[config.mk]
export PLATFORM = sky130hd
export DESIGN_NAME = rational_arith_reduce
export DESIGN_NICKNAME = d
export VERILOG_FILES = /design/src/hdl/rar_pkg.sv /design/src/hdl/rar_dp.sv /design/src/hdl/rar_ctrl.sv /design/src/hdl/rational_arith_reduce.sv
export VERILOG_INCLUDE_DIRS = /design/src /design/src/hdl
export SDC_FILE = /design/constraint.sdc
export NUM_CORES = 2
export LEC_CHECK = 0
export ABC_AREA = 1
export BUFFER_PORTS_ARGS = -buffer_cell sky130_fd_sc_hd__buf_4
export CAP_MARGIN = 5
export CORE_UTILIZATION = 60
export CTS_BUF_LIST = sky130_fd_sc_hd__clkbuf_8
export DETAILED_ROUTE_END_ITERATION = 10
export GPL_TIMING_DRIVEN = 0
export MAX_ROUTING_LAYER = met4
export PLACE_DENSITY_LB_ADDON = 0.1
export SYNTH_ARGS = -nofsm -noshare
export SYNTH_HDL_FRONTEND = slang
export SYNTH_SLANG_ARGS = --single-unit
[constraint.sdc]
create_clock -name clk -period 14.7 [get_ports clk]
set_input_delay 0.735 -clock clk [delete_from_list [all_inputs] [get_ports clk]]
set_output_delay 0.735 -clock clk [all_outputs]
set_load 0.02 [all_outputs]
[src/hdl/rational_arith_reduce_macros.svh]
// assertion macros for the rational arithmetic block
// included by the top level; no other dependencies
`ifndef RATIONAL_ARITH_REDUCE_MACROS_SVH
`define RATIONAL_ARITH_REDUCE_MACROS_SVH

`ifndef ASSERT_OFF

// property must hold at every clock edge outside reset
`define RAR_ASSERT(lbl, clk_sig, rstn_sig, prop, msg) \
    lbl: assert property (@(posedge clk_sig) disable iff (!rstn_sig) prop) else $error(msg);

// condition must never be seen at a clock edge outside reset
`define RAR_ASSERT_NEVER(lbl, clk_sig, rstn_sig, cond, msg) \
    lbl: assert property (@(posedge clk_sig) disable iff (!rstn_sig) !(cond)) else $error(msg);

`else

`define RAR_ASSERT(lbl, clk_sig, rstn_sig, prop, msg)

`define RAR_ASSERT_NEVER(lbl, clk_sig, rstn_sig, cond, msg)

`endif

`endif

[src/hdl/rar_pkg.sv]
// shared types, widths and codes for the rational arithmetic block
// no dependencies; used by rar_ctrl, rar_dp and rational_arith_reduce
`default_nettype none

package rar_pkg;

    // operand and derived widths
    localparam int OPERAND_WIDTH = 16;
    localparam int PROD_W        = 2 * OPERAND_WIDTH;
    localparam int SUM_W         = PROD_W + 1;
    localparam int MAG_W         = PROD_W;
    localparam int OUT_W         = 33;
    localparam int K_W           = $clog2(MAG_W);
    localparam int CNT_W         = $clog2(MAG_W);

    // operation codes
    localparam logic [1:0] OP_ADD = 2'd0;
    localparam logic [1:0] OP_SUB = 2'd1;
    localparam logic [1:0] OP_MUL = 2'd2;
    localparam logic [1:0] OP_DIV = 2'd3;

    // commands from controller to datapath
    typedef struct packed {
        logic load_in;
        logic mul;
        logic sign;
        logic gcd_step;
        logic div_init;
        logic div_step;
        logic load_out;
    } cmd_t;

    // status from datapath to controller
    typedef struct packed {
        logic zero_part;
        logic gcd_equal;
    } sts_t;

endpackage

`default_nettype wire

[src/hdl/rar_dp.sv]
// datapath: operand capture, cross products, sign/magnitude split,
// binary gcd, shared-divisor restoring division and output register; uses rar_pkg
`default_nettype none

module rar_dp
(
    input  wire logic                                    clk,
    input  wire rar_pkg::cmd_t                           cmd_in,
    output rar_pkg::sts_t                                sts,
    input  wire logic [1:0]                              cmd,
    input  wire logic signed [rar_pkg::OPERAND_WIDTH-1:0] num_a,
    input  wire logic signed [rar_pkg::OPERAND_WIDTH-1:0] den_a,
    input  wire logic signed [rar_pkg::OPERAND_WIDTH-1:0] num_b,
    input  wire logic signed [rar_pkg::OPERAND_WIDTH-1:0] den_b,
    output logic signed [rar_pkg::OUT_W-1:0]             num_out,
    output logic signed [rar_pkg::OUT_W-1:0]             den_out
);

    // captured operands
    logic [1:0]                               op_reg;
    logic signed [rar_pkg::OPERAND_WIDTH-1:0] a_reg;
    logic signed [rar_pkg::OPERAND_WIDTH-1:0] b_reg;
    logic signed [rar_pkg::OPERAND_WIDTH-1:0] c_reg;
    logic signed [rar_pkg::OPERAND_WIDTH-1:0] d_reg;

    // products
    logic signed [rar_pkg::PROD_W-1:0] m0_reg, m0_next;
    logic signed [rar_pkg::PROD_W-1:0] m1_reg, m1_next;
    logic signed [rar_pkg::PROD_W-1:0] m2_reg, m2_next;

    // sign and magnitude of the raw parts
    logic                      nneg_reg, nneg_next;
    logic                      dneg_reg, dneg_next;
    logic [rar_pkg::MAG_W-1:0] nmag_reg, nmag_next;
    logic [rar_pkg::MAG_W-1:0] dmag_reg, dmag_next;

    // gcd working values
    logic [rar_pkg::MAG_W-1:0] u_reg, u_next;
    logic [rar_pkg::MAG_W-1:0] v_reg, v_next;
    logic [rar_pkg::K_W-1:0]   k_reg, k_next;
    logic [rar_pkg::MAG_W-1:0] g_reg, g_next;

    // division: quotient shifts in while the dividend shifts out
    logic [rar_pkg::MAG_W-1:0] qn_reg, qn_next;
    logic [rar_pkg::MAG_W-1:0] qd_reg, qd_next;
    logic [rar_pkg::MAG_W-1:0] rn_reg, rn_next;
    logic [rar_pkg::MAG_W-1:0] rd_reg, rd_next;

    // result register
    logic signed [rar_pkg::OUT_W-1:0] num_out_reg, num_out_next;
    logic signed [rar_pkg::OUT_W-1:0] den_out_reg, den_out_next;

    // combinational helpers
    logic signed [rar_pkg::OPERAND_WIDTH-1:0] sel0, sel2;
    logic signed [rar_pkg::SUM_W-1:0]         sum_w, den_w;
    logic [rar_pkg::MAG_W:0]                  diff_uv, diff_vu;
    logic [rar_pkg::MAG_W:0]                  trial_n, trial_d;
    logic [rar_pkg::MAG_W-1:0]                res_n, res_d;

    // operand selection for the three multipliers
    assign sel0 = (op_reg == rar_pkg::OP_MUL) ? c_reg : d_reg;
    assign sel2 = (op_reg == rar_pkg::OP_DIV) ? c_reg : d_reg;

    // numerator sum and sign-extended denominator product
    always_comb
    begin
        case (op_reg)
            rar_pkg::OP_ADD: sum_w = rar_pkg::SUM_W'(m0_reg) + rar_pkg::SUM_W'(m1_reg);
            rar_pkg::OP_SUB: sum_w = rar_pkg::SUM_W'(m0_reg) - rar_pkg::SUM_W'(m1_reg);
            default:         sum_w = rar_pkg::SUM_W'(m0_reg);
        endcase
        den_w = rar_pkg::SUM_W'(m2_reg);
    end

    // gcd subtractors, borrow bit tells which is larger
    assign diff_uv = {1'b0, u_reg} - {1'b0, v_reg};
    assign diff_vu = {1'b0, v_reg} - {1'b0, u_reg};

    // restoring division trial subtractions
    assign trial_n = {rn_reg, qn_reg[rar_pkg::MAG_W-1]} - {1'b0, g_reg};
    assign trial_d = {rd_reg, qd_reg[rar_pkg::MAG_W-1]} - {1'b0, g_reg};

    // unreduced parts when either is zero
    assign res_n = sts.zero_part ? nmag_reg : qn_reg;
    assign res_d = sts.zero_part ? dmag_reg : qd_reg;

    // status
    assign sts.zero_part = (nmag_reg == '0) || (dmag_reg == '0);
    assign sts.gcd_equal = (u_reg == v_reg);

    // next-value logic
    always_comb
    begin
        m0_next      = m0_reg;
        m1_next      = m1_reg;
        m2_next      = m2_reg;
        nneg_next    = nneg_reg;
        dneg_next    = dneg_reg;
        nmag_next    = nmag_reg;
        dmag_next    = dmag_reg;
        u_next       = u_reg;
        v_next       = v_reg;
        k_next       = k_reg;
        g_next       = g_reg;
        qn_next      = qn_reg;
        qd_next      = qd_reg;
        rn_next      = rn_reg;
        rd_next      = rd_reg;
        num_out_next = num_out_reg;
        den_out_next = den_out_reg;

        // cross products
        if (cmd_in.mul)
        begin
            m0_next = a_reg * sel0;
            m1_next = c_reg * b_reg;
            m2_next = b_reg * sel2;
        end

        // split into sign and magnitude, seed the gcd
        if (cmd_in.sign)
        begin
            nneg_next = sum_w[rar_pkg::SUM_W-1];
            dneg_next = den_w[rar_pkg::SUM_W-1];
            nmag_next = rar_pkg::MAG_W'(nneg_next ? -sum_w : sum_w);
            dmag_next = rar_pkg::MAG_W'(dneg_next ? -den_w : den_w);
            u_next    = nmag_next;
            v_next    = dmag_next;
            k_next    = '0;
        end

        // one binary gcd step
        if (cmd_in.gcd_step)
        begin
            if (!u_reg[0] && !v_reg[0])
            begin
                u_next = u_reg >> 1;
                v_next = v_reg >> 1;
                k_next = k_reg + rar_pkg::K_W'(1);
            end
            else if (!u_reg[0])
            begin
                u_next = u_reg >> 1;
            end
            else if (!v_reg[0])
            begin
                v_next = v_reg >> 1;
            end
            else if (!diff_uv[rar_pkg::MAG_W])
            begin
                u_next = diff_uv[rar_pkg::MAG_W:1];
            end
            else
            begin
                v_next = diff_vu[rar_pkg::MAG_W:1];
            end
        end

        // restore common factors of two, prime the dividers
        if (cmd_in.div_init)
        begin
            g_next  = u_reg << k_reg;
            qn_next = nmag_reg;
            qd_next = dmag_reg;
            rn_next = '0;
            rd_next = '0;
        end

        // one quotient bit for each part
        if (cmd_in.div_step)
        begin
            if (!trial_n[rar_pkg::MAG_W])
            begin
                rn_next = trial_n[rar_pkg::MAG_W-1:0];
                qn_next = {qn_reg[rar_pkg::MAG_W-2:0], 1'b1};
            end
            else
            begin
                rn_next = {rn_reg[rar_pkg::MAG_W-2:0], qn_reg[rar_pkg::MAG_W-1]};
                qn_next = {qn_reg[rar_pkg::MAG_W-2:0], 1'b0};
            end
            if (!trial_d[rar_pkg::MAG_W])
            begin
                rd_next = trial_d[rar_pkg::MAG_W-1:0];
                qd_next = {qd_reg[rar_pkg::MAG_W-2:0], 1'b1};
            end
            else
            begin
                rd_next = {rd_reg[rar_pkg::MAG_W-2:0], qd_reg[rar_pkg::MAG_W-1]};
                qd_next = {qd_reg[rar_pkg::MAG_W-2:0], 1'b0};
            end
        end

        // put signs back and load the result
        if (cmd_in.load_out)
        begin
            num_out_next = nneg_reg ? -rar_pkg::OUT_W'(res_n) : rar_pkg::OUT_W'(res_n);
            den_out_next = dneg_reg ? -rar_pkg::OUT_W'(res_d) : rar_pkg::OUT_W'(res_d);
        end
    end

    // operand capture
    always_ff @(posedge clk)
    begin
        if (cmd_in.load_in)
        begin
            op_reg <= cmd;
            a_reg  <= num_a;
            b_reg  <= den_a;
            c_reg  <= num_b;
            d_reg  <= den_b;
        end
    end

    // payload registers
    always_ff @(posedge clk)
    begin
        m0_reg      <= m0_next;
        m1_reg      <= m1_next;
        m2_reg      <= m2_next;
        nneg_reg    <= nneg_next;
        dneg_reg    <= dneg_next;
        nmag_reg    <= nmag_next;
        dmag_reg    <= dmag_next;
        u_reg       <= u_next;
        v_reg       <= v_next;
        k_reg       <= k_next;
        g_reg       <= g_next;
        qn_reg      <= qn_next;
        qd_reg      <= qd_next;
        rn_reg      <= rn_next;
        rd_reg      <= rd_next;
        num_out_reg <= num_out_next;
        den_out_reg <= den_out_next;
    end

    assign num_out = num_out_reg;
    assign den_out = den_out_reg;

endmodule

`default_nettype wire

[src/hdl/rar_ctrl.sv]
// controller state machine: sequences multiply, gcd, divide and output
// drives datapath commands and both handshakes; uses rar_pkg
`default_nettype none

module rar_ctrl
(
    input  wire logic          clk,
    input  wire logic          rst_n,
    input  wire logic          in_valid,
    output logic               in_stall,
    output logic               out_valid,
    input  wire logic          out_stall,
    input  wire rar_pkg::sts_t sts,
    output rar_pkg::cmd_t      cmd_out
);

    // state codes
    localparam logic [2:0] S_IDLE  = 3'd0;
    localparam logic [2:0] S_MUL   = 3'd1;
    localparam logic [2:0] S_SIGN  = 3'd2;
    localparam logic [2:0] S_GCD   = 3'd3;
    localparam logic [2:0] S_SHIFT = 3'd4;
    localparam logic [2:0] S_DIV   = 3'd5;
    localparam logic [2:0] S_OUT   = 3'd6;

    logic [2:0]                state_reg, state_next;
    logic [rar_pkg::CNT_W-1:0] cnt_reg, cnt_next;
    logic                      out_valid_reg, out_valid_next;
    logic                      out_free;

    // output register can take a new item
    assign out_free = !out_valid_reg || !out_stall;

    // state transitions and commands
    always_comb
    begin
        state_next = state_reg;
        cnt_next   = cnt_reg;
        cmd_out    = '0;
        unique case (state_reg)
            S_IDLE:
            begin
                if (in_valid)
                begin
                    cmd_out.load_in = 1'b1;
                    state_next      = S_MUL;
                end
            end
            S_MUL:
            begin
                cmd_out.mul = 1'b1;
                state_next  = S_SIGN;
            end
            S_SIGN:
            begin
                cmd_out.sign = 1'b1;
                state_next   = S_GCD;
            end
            S_GCD:
            begin
                if (sts.zero_part)
                begin
                    state_next = S_OUT;
                end
                else if (sts.gcd_equal)
                begin
                    state_next = S_SHIFT;
                end
                else
                begin
                    cmd_out.gcd_step = 1'b1;
                end
            end
            S_SHIFT:
            begin
                cmd_out.div_init = 1'b1;
                cnt_next         = '0;
                state_next       = S_DIV;
            end
            S_DIV:
            begin
                cmd_out.div_step = 1'b1;
                cnt_next         = cnt_reg + rar_pkg::CNT_W'(1);
                if (cnt_reg == rar_pkg::CNT_W'(rar_pkg::MAG_W - 1))
                begin
                    state_next = S_OUT;
                end
            end
            S_OUT:
            begin
                if (out_free)
                begin
                    cmd_out.load_out = 1'b1;
                    state_next       = S_IDLE;
                end
            end
            default:
            begin
                state_next = S_IDLE;
            end
        endcase
    end

    // output valid flag
    always_comb
    begin
        out_valid_next = out_valid_reg;
        if (cmd_out.load_out)
        begin
            out_valid_next = 1'b1;
        end
        else if (!out_stall)
        begin
            out_valid_next = 1'b0;
        end
    end

    // control registers
    always_ff @(posedge clk or negedge rst_n)
    begin
        if (!rst_n)
        begin
            state_reg     <= S_IDLE;
            cnt_reg       <= '0;
            out_valid_reg <= 1'b0;
        end
        else
        begin
            state_reg     <= state_next;
            cnt_reg       <= cnt_next;
            out_valid_reg <= out_valid_next;
        end
    end

    assign in_stall  = (state_reg != S_IDLE);
    assign out_valid = out_valid_reg;

endmodule

`default_nettype wire

[src/hdl/rational_arith_reduce.sv]
// Rational arithmetic with reduction.
// Input channel (in_valid / in_stall) carries cmd (0 add, 1 subtract,
// 2 multiply, 3 divide) and two 16-bit signed fractions num_a/den_a and
// num_b/den_b. Output channel (out_valid / out_stall) carries the 33-bit
// signed reduced numerator and denominator, one result item per input item.
// An item moves when valid is high and stall is low at a rising edge.
// One item is processed at a time: in_stall stays high from acceptance until
// the result has been loaded into the output register. After acceptance the
// controller runs the cross products, the sign split, the binary gcd steps
// (one shift or subtract-and-shift per cycle), the restore of common factors
// of two, the restoring division (one quotient bit per cycle for both parts
// in parallel) and the output load, which waits while the output register
// holds an untaken result. If either raw part is zero the gcd and division
// are skipped and the parts are loaded unreduced.
// The output register lets the next item be accepted while a result waits;
// a stalled receiver only holds the block once the next result is ready.
// Reset (rst_n low, asynchronous) returns the controller to idle and drops
// out_valid; the datapath registers are not reset.
// deps: rar_pkg, rar_ctrl, rar_dp, rational_arith_reduce_macros.svh
`default_nettype none

`include "rational_arith_reduce_macros.svh"

module rational_arith_reduce
(
    input  wire logic                                     clk,
    input  wire logic                                     rst_n,
    input  wire logic                                     in_valid,
    output logic                                          in_stall,
    input  wire logic [1:0]                               cmd,
    input  wire logic signed [rar_pkg::OPERAND_WIDTH-1:0] num_a,
    input  wire logic signed [rar_pkg::OPERAND_WIDTH-1:0] den_a,
    input  wire logic signed [rar_pkg::OPERAND_WIDTH-1:0] num_b,
    input  wire logic signed [rar_pkg::OPERAND_WIDTH-1:0] den_b,
    output logic                                          out_valid,
    input  wire logic                                     out_stall,
    output logic signed [rar_pkg::OUT_W-1:0]              num_out,
    output logic signed [rar_pkg::OUT_W-1:0]              den_out
);

    rar_pkg::cmd_t ctl_cmd;
    rar_pkg::sts_t dp_sts;

    // sequencer
    rar_ctrl u_ctrl
    (
        .clk       (clk),
        .rst_n     (rst_n),
        .in_valid  (in_valid),
        .in_stall  (in_stall),
        .out_valid (out_valid),
        .out_stall (out_stall),
        .sts       (dp_sts),
        .cmd_out   (ctl_cmd)
    );

    // arithmetic
    rar_dp u_dp
    (
        .clk     (clk),
        .cmd_in  (ctl_cmd),
        .sts     (dp_sts),
        .cmd     (cmd),
        .num_a   (num_a),
        .den_a   (den_a),
        .num_b   (num_b),
        .den_b   (den_b),
        .num_out (num_out),
        .den_out (den_out)
    );

    // no second item taken while one is in flight
    `RAR_ASSERT(a_single_item, clk, rst_n, in_valid && !in_stall |=> in_stall, "item accepted while busy")

    // a new result only appears after an item was being worked on
    `RAR_ASSERT(a_result_from_item, clk, rst_n, $rose(out_valid) |-> $past(in_stall), "result without item")

    // never overwrite a result the receiver has not taken
    `RAR_ASSERT_NEVER(a_no_overwrite, clk, rst_n, ctl_cmd.load_out && out_valid && out_stall, "result overwritten")

endmodule

`default_nettype wire
==> impl_metrics.env <==
export IMPL_syn_nets=9725
export IMPL_synth_cells_most_frequent="1779 x nand2_1, 1713 x inv_1, 791 x fa_1"
export IMPL_violations="capacitance limit, slew limit"
export IMPL_cp_arrival_ps=9630
export IMPL_synth_area_leaders="fa_1 24%, edfxtp_1 20%, nand2_1 10%"
export IMPL_yosys_area_share_simple_pct=18.5
export IMPL_die_w_um=336
export IMPL_synth_xor_xnor_area_share_pct=4.25
export IMPL_die_h_um=336
export IMPL_rsz0062_at_grt="false"
export IMPL_crit_required_ps=15290
export IMPL_ios=138
export IMPL_drive_gt1_share_pct=6.47
export IMPL_avgSynthCellArea_um2=7.91
export IMPL_antenna_found_initial=4
export IMPL_grt_usage_pct=39.0
export IMPL_path_class="flip-flop to flip-flop"
export IMPL_grt_max_degree=43
export IMPL_yosys_area_share_adder_pct=31.4
export IMPL_clock_sinks=532
export IMPL_outcome="complete, but fails checks"
export IMPL_cp_end_kind="flip-flop"
export IMPL_vias_per_cell=5.66
export IMPL_clkTransAtPathRegs_ps=70
export IMPL_drv_slew=5
export IMPL_drcViolationCount=0
export IMPL_cts_buffer_depth=3
export IMPL_worst_pin_slew_ps=1500
export IMPL_rows=122
export IMPL_yosysTopAreaCellShare_pct=23.7
export IMPL_hold_class="primary input to flip-flop"
export IMPL_synth_top_family_by_area="adder cells"
export IMPL_synth_mux_area_share_pct=0.299
export IMPL_grt_pass1_vias=57470
export IMPL_cts_tree="yes"
export IMPL_period_needed_ps=9040
export IMPL_wl_per_cell_um=20.6
export IMPL_ys_seq_area_share_pct=22.8
export IMPL_drtAntennaViolNets=0
export IMPL_cts_buffers=95
export IMPL_clk_latency_ps=860
export IMPL_fmaxAchievable_mhz=111
export IMPL_synth_compound_area_share_pct=10.9
export IMPL_core_area_um2=111000
export IMPL_worst_setup_path_start_kind="flip-flop"
export IMPL_final_cell_count_no_fill=10276
export IMPL_dr_pass1_iters=6
export IMPL_tns_ps=0
export IMPL_vias=58132
export IMPL_synth_seq_cells=532
export IMPL_syn_inst=8449
export IMPL_dp_hpwl_um=176000
export IMPL_placed_cells=10093
export IMPL_gp_congestion=1.04
export IMPL_crit_path_max_fanout=10
export IMPL_cap_viol_max_count=1
export IMPL_synth_cell_types=64
export IMPL_fin_crit_sh_pct=61.5
export IMPL_htreeDepth=3
export IMPL_drt_total_wl_um=211000
export IMPL_setup_viol=0
export IMPL_yosysWarnings=0
export IMPL_grt_overflow_total=0
export IMPL_cts_root_buffer="clkbuf_8"
export IMPL_area_delta_synth_final_pct=7.93
export IMPL_synthesis_area_um2=66900
export IMPL_layout_setup_ws_ps=5660
export IMPL_fillers=9710
export IMPL_start_util_pct=60.5
export IMPL_post_cts_setup_buffers=0
export IMPL_io_buffers=137
export IMPL_detailedPlace_worstSlack_ps=5760
export IMPL_synth_most_common_cell="nand2_1"
export IMPL_synth_edf_count=454
export IMPL_slew_headroom_pct=-1.19
export IMPL_ys_async_sr_fraction_pct=1.69
export IMPL_ys_flop_type="edfxtp_1"
export IMPL_hold_viol=0
export IMPL_grt_pass1_wl_um=324000
export IMPL_nNetsFinal=9980
export IMPL_dr_first_iter_drc_count=5973
export IMPL_finalClockSkew_ps=66.2
export IMPL_synth_top_area_cell="fa_1"
export IMPL_die_area_um2=113000
-- per-stage QoR --
step	cell area, µm²	utilization [%]	hold WS (ps)
after floorplan	66900	-	426
after global placement	69800	63.1	485
after detailed placement	70100	63.5	482
after CTS	72100	65.3	2.18
after global routing	72200	65.3	31.5
final	72200	65.3	56.2
-- repair_timing --
action	CTS	global route
hold endpoints to repair	9	0
hold buffers	1	0
resized for setup	0	0
-- cells by family after synthesis --
kind of cell | count (synthesis)
buf+inv | 2047
compound gates | 1289
mux | 20
xor+xnor | 319
fa+ha+maj | 1206
simple gates | 3036
flops | 532
-- worst max-delay path: stages (launching register included) --
cell	delay (ps)
edfxtp_1	500
buf_4	260
nand2_1	350
clkbuf_1	310
o21ai_1	1070
clkinv_1	660
nand2_1	210
fa_1	470
fa_1	560
inv_1	50
fa_1	510
inv_1	60
fa_1	540
inv_1	50
fa_1	480
inv_1	50
fa_1	470
inv_1	40
ha_1	340
nand2_1	70
inv_1	50
a21boi_0	120
o21ai_1	420
a21boi_0	250
o21ai_0	360
a21oi_1	130
xnor2_1	350
-- routing by layer --
metal	wire, µm	global-route usage, %	up-vias
li1	-	-	26924
met1	82000	47.7	27713
met2	98200	61.6	2821
met3	17300	6.42	674
met4	13900	22.0	0
met5	0	-	-
-- final cells by class --
| type | count | area (µm²) | share of cell area (%) |
|---|---|---|---|
| antenna | 7 | 17.5 | 0.0243 |
| clock buffer | 104 | 1430 | 1.98 |
| buffer | 290 | 1340 | 1.86 |
| sequential | 532 | 15200 | 21.1 |
| multi-input combinational | 5870 | 43700 | 60.6 |
| clock inverter | 70 | 576 | 0.798 |
| timing repair buffer | 158 | 1370 | 1.90 |
| inverter | 1757 | 6600 | 9.14 |
| tap | 1488 | 1860 | 2.58 |
-- cells in the final DEF (no fill, tap or decap), drive strengths merged, types with 69 or more instances in the layout --
master  instances
inv          1753
nand2        1808
a21oi         443
xnor2         110
clkbuf        299
xor2          209
nor2          815
ha            415
nand3         219
dfxtp          69
edfxtp        454
fa            791
buf           252
o21ai         573
-- path summary, 6_finish.rpt --
path	start	to	slack, ps	cells after the start
max	u_dp.op_reg[1]	u_dp.m2_reg[26]	5660	26
min reg2reg	u_dp.m2_reg[31]	u_dp.dneg_reg	530	0
max in group asynchronous	rst_n	u_ctrl.state_reg[0]	14280	2
max reg2reg	u_dp.op_reg[1]	u_dp.m2_reg[26]	5660	26
min in group asynchronous	rst_n	u_ctrl.state_reg[1]	260	2
min	num_b[6]	u_dp.c_reg[6]	60	1
Power is left out: the tool's default activity adds up to more than one toggle a clock period on the data nets, which glitch-free logic cannot reach.
